===== src/hdl/ipatv_pkg.sv =====
// ipatv_pkg: shared types, constants and character classes for the
// address text validator. No dependencies.
`timescale 1ns / 1ps

package ipatv_pkg;

  localparam int unsigned CharWidth = 8;

  // Result form codes
  localparam logic [1:0] FORM_V6   = 2'd0;
  localparam logic [1:0] FORM_V4   = 2'd1;
  localparam logic [1:0] FORM_NONE = 2'd2;

  localparam logic [9:0] V4_MAX_GROUP_VALUE = 10'd255;
  localparam logic [1:0] V4_MAX_DIGITS      = 2'd3;
  localparam logic [2:0] V4_DOTS_NEEDED     = 3'd3;
  localparam logic [2:0] V4_DOTS_SAT        = 3'd4;
  localparam logic [2:0] V6_MAX_GROUP_CHARS = 3'd4;
  localparam logic [3:0] V6_COLON_LIMIT     = 4'd8;

  localparam logic [CharWidth-1:0] CHAR_COLON = 8'h3A;
  localparam logic [CharWidth-1:0] CHAR_DOT   = 8'h2E;

  typedef struct packed {
    logic       is_valid;
    logic [1:0] form_seen;
  } verdict_t;

  function automatic logic is_dec(input logic [CharWidth-1:0] c);
    return (c >= 8'h30) && (c <= 8'h39);
  endfunction

  function automatic logic is_hex(input logic [CharWidth-1:0] c);
    return is_dec(c) || ((c >= 8'h61) && (c <= 8'h66)) || ((c >= 8'h41) && (c <= 8'h46));
  endfunction

endpackage


===== src/hdl/ipatv_if.sv =====
// ipatv_if: valid/ready channel interfaces for character beats and verdict beats.
// Depends on ipatv_pkg for the character width.
`timescale 1ns / 1ps

interface ipatv_char_if;
  logic                            valid;
  logic                            ready;
  logic [ipatv_pkg::CharWidth-1:0] char_byte;
  logic                            last_char;

  modport source(output valid, output char_byte, output last_char, input ready);
  modport sink(input valid, input char_byte, input last_char, output ready);
endinterface

interface ipatv_verdict_if;
  logic       valid;
  logic       ready;
  logic       is_valid;
  logic [1:0] form_seen;

  modport source(output valid, output is_valid, output form_seen, input ready);
  modport sink(input valid, input is_valid, input form_seen, output ready);
endinterface


===== src/hdl/ipatv_tracker.sv =====
// ipatv_tracker: per-string IPv4/IPv6 rule state, updated once per accepted
// character beat; gives the verdict for the string ending at this beat.
// Depends on ipatv_pkg.
`timescale 1ns / 1ps

module ipatv_tracker (
  input  logic                            clk,
  input  logic                            rst,
  input  logic                            step,
  input  logic [ipatv_pkg::CharWidth-1:0] char_byte,
  input  logic                            last_char,
  output ipatv_pkg::verdict_t             verdict
);

  logic       saw_colon, saw_colon_next;
  logic       saw_dot, saw_dot_next;
  logic       v4_failed, v4_failed_next;
  logic [1:0] v4_group_digits, v4_group_digits_next;
  logic [9:0] v4_group_value, v4_group_value_next;
  logic [2:0] v4_dots, v4_dots_next;
  logic       v6_failed, v6_failed_next;
  logic [2:0] v6_group_chars, v6_group_chars_next;
  logic [3:0] v6_colons, v6_colons_next;
  logic       v6_compressed, v6_compressed_next;

  logic is_colon, is_dot;

  assign is_colon = (char_byte == ipatv_pkg::CHAR_COLON);
  assign is_dot   = (char_byte == ipatv_pkg::CHAR_DOT);

  always_comb begin
    saw_colon_next       = saw_colon | is_colon;
    saw_dot_next         = saw_dot | is_dot;
    v4_failed_next       = v4_failed;
    v4_group_digits_next = v4_group_digits;
    v4_group_value_next  = v4_group_value;
    v4_dots_next         = v4_dots;
    v6_failed_next       = v6_failed;
    v6_group_chars_next  = v6_group_chars;
    v6_colons_next       = v6_colons;
    v6_compressed_next   = v6_compressed;

    // IPv4 track
    if (is_dot) begin
      if (v4_group_digits == 2'd0 || v4_group_value > ipatv_pkg::V4_MAX_GROUP_VALUE) begin
        v4_failed_next = 1'b1;
      end
      v4_group_digits_next = 2'd0;
      v4_group_value_next  = 10'd0;
      if (v4_dots < ipatv_pkg::V4_DOTS_SAT) begin
        v4_dots_next = v4_dots + 3'd1;
      end
    end else if (!ipatv_pkg::is_dec(char_byte)) begin
      v4_failed_next = 1'b1;
    end else if (v4_group_digits >= ipatv_pkg::V4_MAX_DIGITS) begin
      v4_failed_next = 1'b1;
    end else begin
      // group value is at most 99 here, so x10 plus a digit fits 10 bits
      v4_group_value_next  = 10'(v4_group_value * 10'd10) + {6'd0, char_byte[3:0]};
      v4_group_digits_next = v4_group_digits + 2'd1;
    end

    // IPv6 track; a colon closing an empty group marks compression
    if (is_colon) begin
      if (v6_group_chars == 3'd0) begin
        if (v6_compressed) begin
          v6_failed_next = 1'b1;
        end
        v6_compressed_next = 1'b1;
      end
      v6_group_chars_next = 3'd0;
      if (v6_colons < ipatv_pkg::V6_COLON_LIMIT) begin
        v6_colons_next = v6_colons + 4'd1;
      end
    end else if (!ipatv_pkg::is_hex(char_byte)) begin
      v6_failed_next = 1'b1;
    end else if (v6_group_chars >= ipatv_pkg::V6_MAX_GROUP_CHARS) begin
      v6_failed_next = 1'b1;
    end else begin
      v6_group_chars_next = v6_group_chars + 3'd1;
    end
  end

  always_comb begin
    if (saw_colon_next) begin
      verdict.form_seen = ipatv_pkg::FORM_V6;
      verdict.is_valid  = !v6_failed_next &&
                          !(v6_group_chars_next == 3'd0 && v6_compressed_next) &&
                          (v6_colons_next < ipatv_pkg::V6_COLON_LIMIT);
    end else if (saw_dot_next) begin
      verdict.form_seen = ipatv_pkg::FORM_V4;
      verdict.is_valid  = !v4_failed_next &&
                          (v4_dots_next == ipatv_pkg::V4_DOTS_NEEDED) &&
                          (v4_group_digits_next != 2'd0) &&
                          (v4_group_value_next <= ipatv_pkg::V4_MAX_GROUP_VALUE);
    end else begin
      verdict.form_seen = ipatv_pkg::FORM_NONE;
      verdict.is_valid  = 1'b0;
    end
  end

  always_ff @(posedge clk) begin
    if (rst || (step && last_char)) begin
      saw_colon       <= 1'b0;
      saw_dot         <= 1'b0;
      v4_failed       <= 1'b0;
      v4_group_digits <= 2'd0;
      v4_group_value  <= 10'd0;
      v4_dots         <= 3'd0;
      v6_failed       <= 1'b0;
      v6_group_chars  <= 3'd0;
      v6_colons       <= 4'd0;
      v6_compressed   <= 1'b0;
    end else if (step) begin
      saw_colon       <= saw_colon_next;
      saw_dot         <= saw_dot_next;
      v4_failed       <= v4_failed_next;
      v4_group_digits <= v4_group_digits_next;
      v4_group_value  <= v4_group_value_next;
      v4_dots         <= v4_dots_next;
      v6_failed       <= v6_failed_next;
      v6_group_chars  <= v6_group_chars_next;
      v6_colons       <= v6_colons_next;
      v6_compressed   <= v6_compressed_next;
    end
  end

endmodule


===== src/hdl/ipatv_out_reg.sv =====
// ipatv_out_reg: result register driving the verdict channel.
// Depends on ipatv_pkg and ipatv_if.
`timescale 1ns / 1ps

module ipatv_out_reg (
  input  logic                    clk,
  input  logic                    rst,
  input  logic                    load,
  input  ipatv_pkg::verdict_t     verdict,
  output logic                    can_load,
  ipatv_verdict_if.source         verdicts
);

  logic                res_valid;
  ipatv_pkg::verdict_t res_data;

  // Slot is free when empty or being drained this cycle
  assign can_load = !res_valid || verdicts.ready;

  always_ff @(posedge clk) begin
    if (rst) begin
      res_valid <= 1'b0;
    end else if (load) begin
      res_valid <= 1'b1;
    end else if (verdicts.ready) begin
      res_valid <= 1'b0;
    end
  end

  always_ff @(posedge clk) begin
    if (load) begin
      res_data <= verdict;
    end
  end

  assign verdicts.valid     = res_valid;
  assign verdicts.is_valid  = res_data.is_valid;
  assign verdicts.form_seen = res_data.form_seen;

endmodule


===== src/hdl/ip_address_text_validator_top.sv =====
// Address text validator: takes one character beat per clock on the chars
// channel and, in the cycle after the beat flagged last_char, presents a single
// verdict beat (is_valid, form_seen) on the verdicts channel. Any colon picks
// IPv6 rules, otherwise any dot picks IPv4 rules, otherwise the string is
// rejected. Throughput is one character per cycle; the only stall comes from
// the one-entry result register: chars.ready drops while a verdict waits and
// verdicts.ready is low. Rule state clears after each last character.
// Depends on ipatv_pkg, ipatv_if, ipatv_tracker and ipatv_out_reg.
`timescale 1ns / 1ps

module ip_address_text_validator_top (
  input  logic            clk,
  input  logic            rst,
  ipatv_char_if.sink      chars,
  ipatv_verdict_if.source verdicts
);

  logic                step;
  logic                can_load;
  ipatv_pkg::verdict_t verdict;

  assign chars.ready = can_load;
  assign step        = chars.valid && can_load;

  ipatv_tracker u_tracker (
    .clk       (clk),
    .rst       (rst),
    .step      (step),
    .char_byte (chars.char_byte),
    .last_char (chars.last_char),
    .verdict   (verdict)
  );

  ipatv_out_reg u_out_reg (
    .clk      (clk),
    .rst      (rst),
    .load     (step && chars.last_char),
    .verdict  (verdict),
    .can_load (can_load),
    .verdicts (verdicts)
  );

`ifndef SYNTHESIS
  // A verdict beat appears only right after a last character beat
  a_rose_after_last: assert property (@(posedge clk) disable iff (rst)
    $rose(verdicts.valid) |-> $past(chars.valid && chars.ready && chars.last_char))
    else $error("verdict appeared without a last character");

  // Every accepted last character yields a pending verdict
  a_last_gives_verdict: assert property (@(posedge clk) disable iff (rst)
    (chars.valid && chars.ready && chars.last_char) |=> verdicts.valid)
    else $error("last character produced no verdict");

  // A string with neither colon nor dot is never valid
  a_none_invalid: assert property (@(posedge clk) disable iff (rst)
    (verdicts.valid && verdicts.form_seen == ipatv_pkg::FORM_NONE) |-> !verdicts.is_valid)
    else $error("formless string reported valid");

  // No character taken while a stalled verdict occupies the register
  a_no_overrun: assert property (@(posedge clk) disable iff (rst)
    (verdicts.valid && !verdicts.ready) |-> !chars.ready)
    else $error("input accepted over a stalled verdict");
`endif

endmodule

===== src/flat_wrapper.sv =====
// flat-port wrapper written by rule: the top's interface ports become plain ports
module ip_address_text_validator_top_flat 
  (clk, rst, chars_valid, chars_char_byte, chars_last_char, chars_ready, verdicts_valid, verdicts_is_valid, verdicts_form_seen, verdicts_ready);
  ipatv_char_if chars_i ();
  ipatv_verdict_if verdicts_i ();
  input  logic clk;
  input  logic rst;
  input wire logic [$bits(chars_i.valid)-1:0] chars_valid;
  input wire logic [$bits(chars_i.char_byte)-1:0] chars_char_byte;
  input wire logic [$bits(chars_i.last_char)-1:0] chars_last_char;
  output wire logic [$bits(chars_i.ready)-1:0] chars_ready;
  output wire logic [$bits(verdicts_i.valid)-1:0] verdicts_valid;
  output wire logic [$bits(verdicts_i.is_valid)-1:0] verdicts_is_valid;
  output wire logic [$bits(verdicts_i.form_seen)-1:0] verdicts_form_seen;
  input wire logic [$bits(verdicts_i.ready)-1:0] verdicts_ready;
  assign chars_i.valid = chars_valid;
  assign chars_i.char_byte = chars_char_byte;
  assign chars_i.last_char = chars_last_char;
  assign chars_ready = chars_i.ready;
  assign verdicts_valid = verdicts_i.valid;
  assign verdicts_is_valid = verdicts_i.is_valid;
  assign verdicts_form_seen = verdicts_i.form_seen;
  assign verdicts_i.ready = verdicts_ready;
  ip_address_text_validator_top u_core (.clk(clk), .rst(rst), .chars(chars_i), .verdicts(verdicts_i));
endmodule

===== config.mk =====
export PLATFORM = sky130hd
export DESIGN_NAME = ip_address_text_validator_top_flat
export DESIGN_NICKNAME = d
export VERILOG_FILES = /design/src/hdl/ipatv_pkg.sv /design/src/hdl/ipatv_if.sv /design/src/hdl/ipatv_tracker.sv /design/src/hdl/ipatv_out_reg.sv /design/src/hdl/ip_address_text_validator_top.sv /design/src/flat_wrapper.sv
export SDC_FILE = /design/constraint.sdc
export NUM_CORES = 1
export LEC_CHECK = 0
export ABC_AREA = 1
export BUFFER_PORTS_ARGS = -buffer_cell sky130_fd_sc_hd__buf_2
export CAP_MARGIN = 20
export CORE_MARGIN = 10
export CORE_UTILIZATION = 45
export CTS_CLUSTER_DIAMETER = 120
export CTS_CLUSTER_SIZE = 16
export DETAILED_ROUTE_END_ITERATION = 10
export PLACE_DENSITY_LB_ADDON = 0.25
export SYNTH_ARGS = -nofsm -noshare
export SYNTH_HDL_FRONTEND = slang
export SYNTH_SLANG_ARGS = --single-unit
export TNS_END_PERCENT = 100

===== constraint.sdc =====
create_clock -name clk -period 2.3 [get_ports clk]
set_clock_uncertainty 0.1 [all_clocks]
set_input_delay 0.115 -clock clk [delete_from_list [all_inputs] [get_ports clk]]
set_output_delay 0.115 -clock clk [all_outputs]
set_load 0.05 [all_outputs]

==> impl_metrics.tcl <==
set metrics [dict create \
    cts_sinks 31 \
    synthCells 336 \
    worstSetupPathType "reg2reg" \
    synth_top_family_by_area "simple AND/OR/NAND/NOR gates" \
    failed_checks "setup timing" \
    die_w_um 92.6 \
    ys_types 38 \
    vias_per_cell 4.97 \
    drtIter0Drc 91 \
    cp_max_fo 3 \
    cp_cell_sequence "ha_4, ha_4, fa_2, nand2_2, buf_4, nor2_4, nand2_2, nor2_2, nand2_1, nand3_2, nand2_2, nand3_1, nand2_1" \
    dieHeight_um 92.6 \
    drtAntennaViolNets 0 \
    nNetsFinal 404 \
    wl_per_cell_um 12.1 \
    start_util_pct 46.4 \
    dp_hpwl_um 4140 \
    max-clock-path-buffers 2 \
    yosysSeqAreaShare_pct 27.5 \
    syn_avg_cell_area_sq_um 7.05 \
    ys.flop_type "dfxtp_1" \
    rsz0062_at_grt "yes" \
    maxSlewHeadroom_pct 73.6 \
    peakVddDrop_mv 0.185 \
    finalSetupViolCount 3 \
    grt_pass1_wl_um 9270 \
    cpLargestDelayFamily "adder cells" \
    port_buffers 17 \
    core_sq_um 5110 \
    syn_area_sq_um 2370 \
    finalMaxSlewViolations 0 \
    worstPathRequired_ns 2.24 \
    fp.dieArea_sq_um 8570 \
    rows 26 \
    min_path_type "in2reg" \
    wirelength_um 5330 \
    synth_nets 369 \
    htreeDepth 2 \
    route.detailed.drc 0 \
    yosys.area_share.adder_pct 11.2 \
    synth_warnings 0 \
    antenna_found_initial 0 \
    synth-simple-area-share_pct 36.6 \
    powerDensity_nw_per_um2 420 \
    finalCriticalPeriod_ns 2.42 \
    endpoint_kind "flip-flop" \
    synth.ff_latch_count 31 \
    fmax_mhz 413 \
    muxShareOfSynthArea_pct 0 \
    slowest_delay_ns 0.54 \
    vias 2190 \
    grt.overflow.total 0 \
    slowest_stage "fa_2" \
    tightest_slew_ns 0.395 \
    numCtsBuffers 5 \
    ff_latch_area_sq_um 653 \
    hold_viol_final 0 \
    cts_tree "built" \
    crit_path_frequent_cell "nand2_2" \
    cp-start-kind "flip-flop" \
    synth_edf_count 3 \
    dr.pass1.iters 5 \
    placed_cell_area_sq_um 2620 \
    grt_max_degree 23 \
    fin_total_pwr_uw 1180 \
    status "finished with violations" \
    gp_congestion 0.823 \
    fin_area_sq_um 2810 \
    drv_cap 0 \
    arrival_ns 2.37 \
    synth_compound_area_share_pct 13.3 \
    clock-root-buffer "clkbuf_8" \
    power_leakage_uw 0.00135 \
    first_global_vias 2106 \
    multi_input_area_sq_um 1560 \
    synth_xor_area_share_pct 1.11 \
    worst_slack_ns -0.121 \
    finalSetupTns_ns -0.195 \
    drive_above_1_share_pct 29.6 \
    path_buf_inv 1 \
    area_growth_pct 18.5 \
    fill_cells 504 \
    async_flop_share_pct 0 \
    io-pin-count 18 \
    fin_crit_sh_pct 105 \
    track_usage_pct 12.9 \
    insertion_delay_ns 0.28 \
    clk_pin_slew_ns 0.07 \
    antenna_cells 0 \
]
-- final cells by class --
class | instances | area share, %
inverters | 57 | 7.93
clock inverters | 1 | 0.178
well taps | 70 | 3.12
flip-flops and latches | 31 | 23.3
multi-input cells | 244 | 55.5
clock buffers | 6 | 2.94
repair buffers | 32 | 7.13
-- synth_stat cells (2+ instances only) --
| cell type | number | area share (%) |
|---|---|---|
| dfxtp_1 | 28 | 24 |
| o21ai_1 | 2 | 0.42 |
| o211a_1 | 2 | 0.84 |
| nand3b_1 | 3 | 0.95 |
| ha_1 | 18 | 9.5 |
| inv_2 | 10 | 1.6 |
| nand4_1 | 5 | 1.3 |
| a21oi_1 | 21 | 4.4 |
| a21oi_2 | 2 | 0.74 |
| nand2_4 | 5 | 2.4 |
| nand2_2 | 16 | 4.2 |
| or2_2 | 2 | 0.53 |
| buf_2 | 3 | 0.63 |
| nand2_1 | 72 | 11 |
| clkinv_2 | 2 | 0.42 |
| xnor2_1 | 3 | 1.1 |
| fa_1 | 2 | 1.7 |
| nor2_4 | 6 | 2.9 |
| edfxtp_1 | 3 | 3.8 |
| o21ai_0 | 13 | 2.7 |
| nor3_1 | 5 | 1.1 |
| a22oi_1 | 3 | 0.95 |
| nand3_1 | 22 | 4.6 |
| o21a_1 | 2 | 0.63 |
| inv_1 | 43 | 6.8 |
| nor2_2 | 4 | 1.1 |
| nor2_1 | 26 | 4.1 |
| nand3_2 | 3 | 1.3 |
-- worst min-delay path, stage by stage --
cell,delay [ns]
buf_2,0.08
nand2_2,0.06
nand2_1,0.05
nand2_1,0.04
inv_1,0.04
-- power by group --
part	total (uW)	internal, uW	switching [uW]	leakage (uW)
Sequential	571	559	11.7	0.000254
Clock	439	235	204	0.0000470
Combinational	172	59.3	112	0.00105
Total	1180	853	328	0.00135
-- cells in the final DEF (no fill, tap or decap), types with 2 or more instances in the layout --
cell	netlist	layout
nand2_2	16	17
o21ai_1	2	2
or2_2	2	2
o21a_1	2	2
nand3b_1	3	3
nor3_1	5	5
nor2_2	4	4
nor2_1	26	26
dfxtp_1	28	26
inv_1	43	43
o21ai_0	13	13
buf_2	3	17
buf_4	1	14
nand2_4	5	5
nand4_1	5	5
a21oi_1	21	17
inv_2	10	10
nand3_2	3	5
nor2_4	6	6
a22oi_1	3	3
nand2_1	72	71
dfxtp_2	0	2
clkbuf_8	0	6
ha_1	18	13
nand3_1	22	20
a21oi_2	2	6
ha_4	0	4
o211a_1	2	2
xnor2_1	3	3
clkinv_2	2	4
edfxtp_1	3	3
-- layer usage --
layer	vias to the layer above	wire length, um	GRT usage [%]	part of all wire [%]
li1	1154	-	-	-
met2	32	2360	20.2	44
met1	998	2680	16.8	50
met3	6	228	3.71	4.3
met5	-	0	0	0
met4	0	57	3.86	1.1
-- timing repair --
action | CTS | global route
hold buffers | 1 | 0
pin swaps | 5 | 4
endpoints found under the setup margin | 3 | 4
hold endpoints to repair | 1 | 0
buffers inserted | 4 | 2
gates cloned | 0 | 0
gates resized for setup | 3 | 8
-- cell families after synthesis --
| family | Yosys count |
|---|---|
| flops | 31 |
| buf+inv | 61 |
| fa+ha+maj | 20 |
| simple gates | 170 |
| compound gates | 51 |
| xor+xnor | 3 |
-- flip-flops by register name, indices dropped and copies added (netlist names) --
name,count
u_core.u_tracker.v4_group_digits,2
u_core.u_tracker.v4_group_value,10
u_core.u_tracker.v4_dots,3
u_core.u_tracker.v6_compressed,1
u_core.u_tracker.saw_dot,1
u_core.u_tracker.v4_failed,1
u_core.u_tracker.v6_colons,4
u_core.u_tracker.saw_colon,1
u_core.u_out_reg.verdicts.valid,1
u_core.u_tracker.v6_group_chars,3
u_core.u_out_reg.verdicts.is_valid,1
u_core.u_out_reg.verdicts.form_seen,2
u_core.u_tracker.v6_failed,1
-- final timing paths --
| check | to | startpoint | slack, ns | depth (start not counted) |
|---|---|---|---|---|
| worst max-delay path | u_core.u_out_reg.verdicts.is_valid | u_core.u_tracker.v4_group_value[3] | -0.12 | 13 |
| worst min-delay path | u_core.u_out_reg.verdicts.valid | chars_last_char | 0.04 | 5 |
| worst max register to register | u_core.u_out_reg.verdicts.is_valid | u_core.u_tracker.v4_group_value[3] | -0.12 | 13 |
| worst min register to register | u_core.u_tracker.v6_colons[2] | u_core.u_tracker.v6_colons[2] | 0.37 | 2 |
-- stage by stage --
step / hold slack (ns) / cells / utilization (%) / setup WS, ns
6_report: 0.0405 / 441 / 55.0 / -0.121
3_3_place_gp: 0.281 / 428 / 51.2 / -0.0518
2_1_floorplan: 0.178 / 336 / - / -0.0327
5_1_grt: 0.0912 / 441 / 55.0 / -0.210
3_5_place_dp: 0.285 / 428 / 51.2 / -0.0735
4_1_cts: 0.0378 / 440 / 54.1 / -0.0438
(Power assumes the default switching activity.)
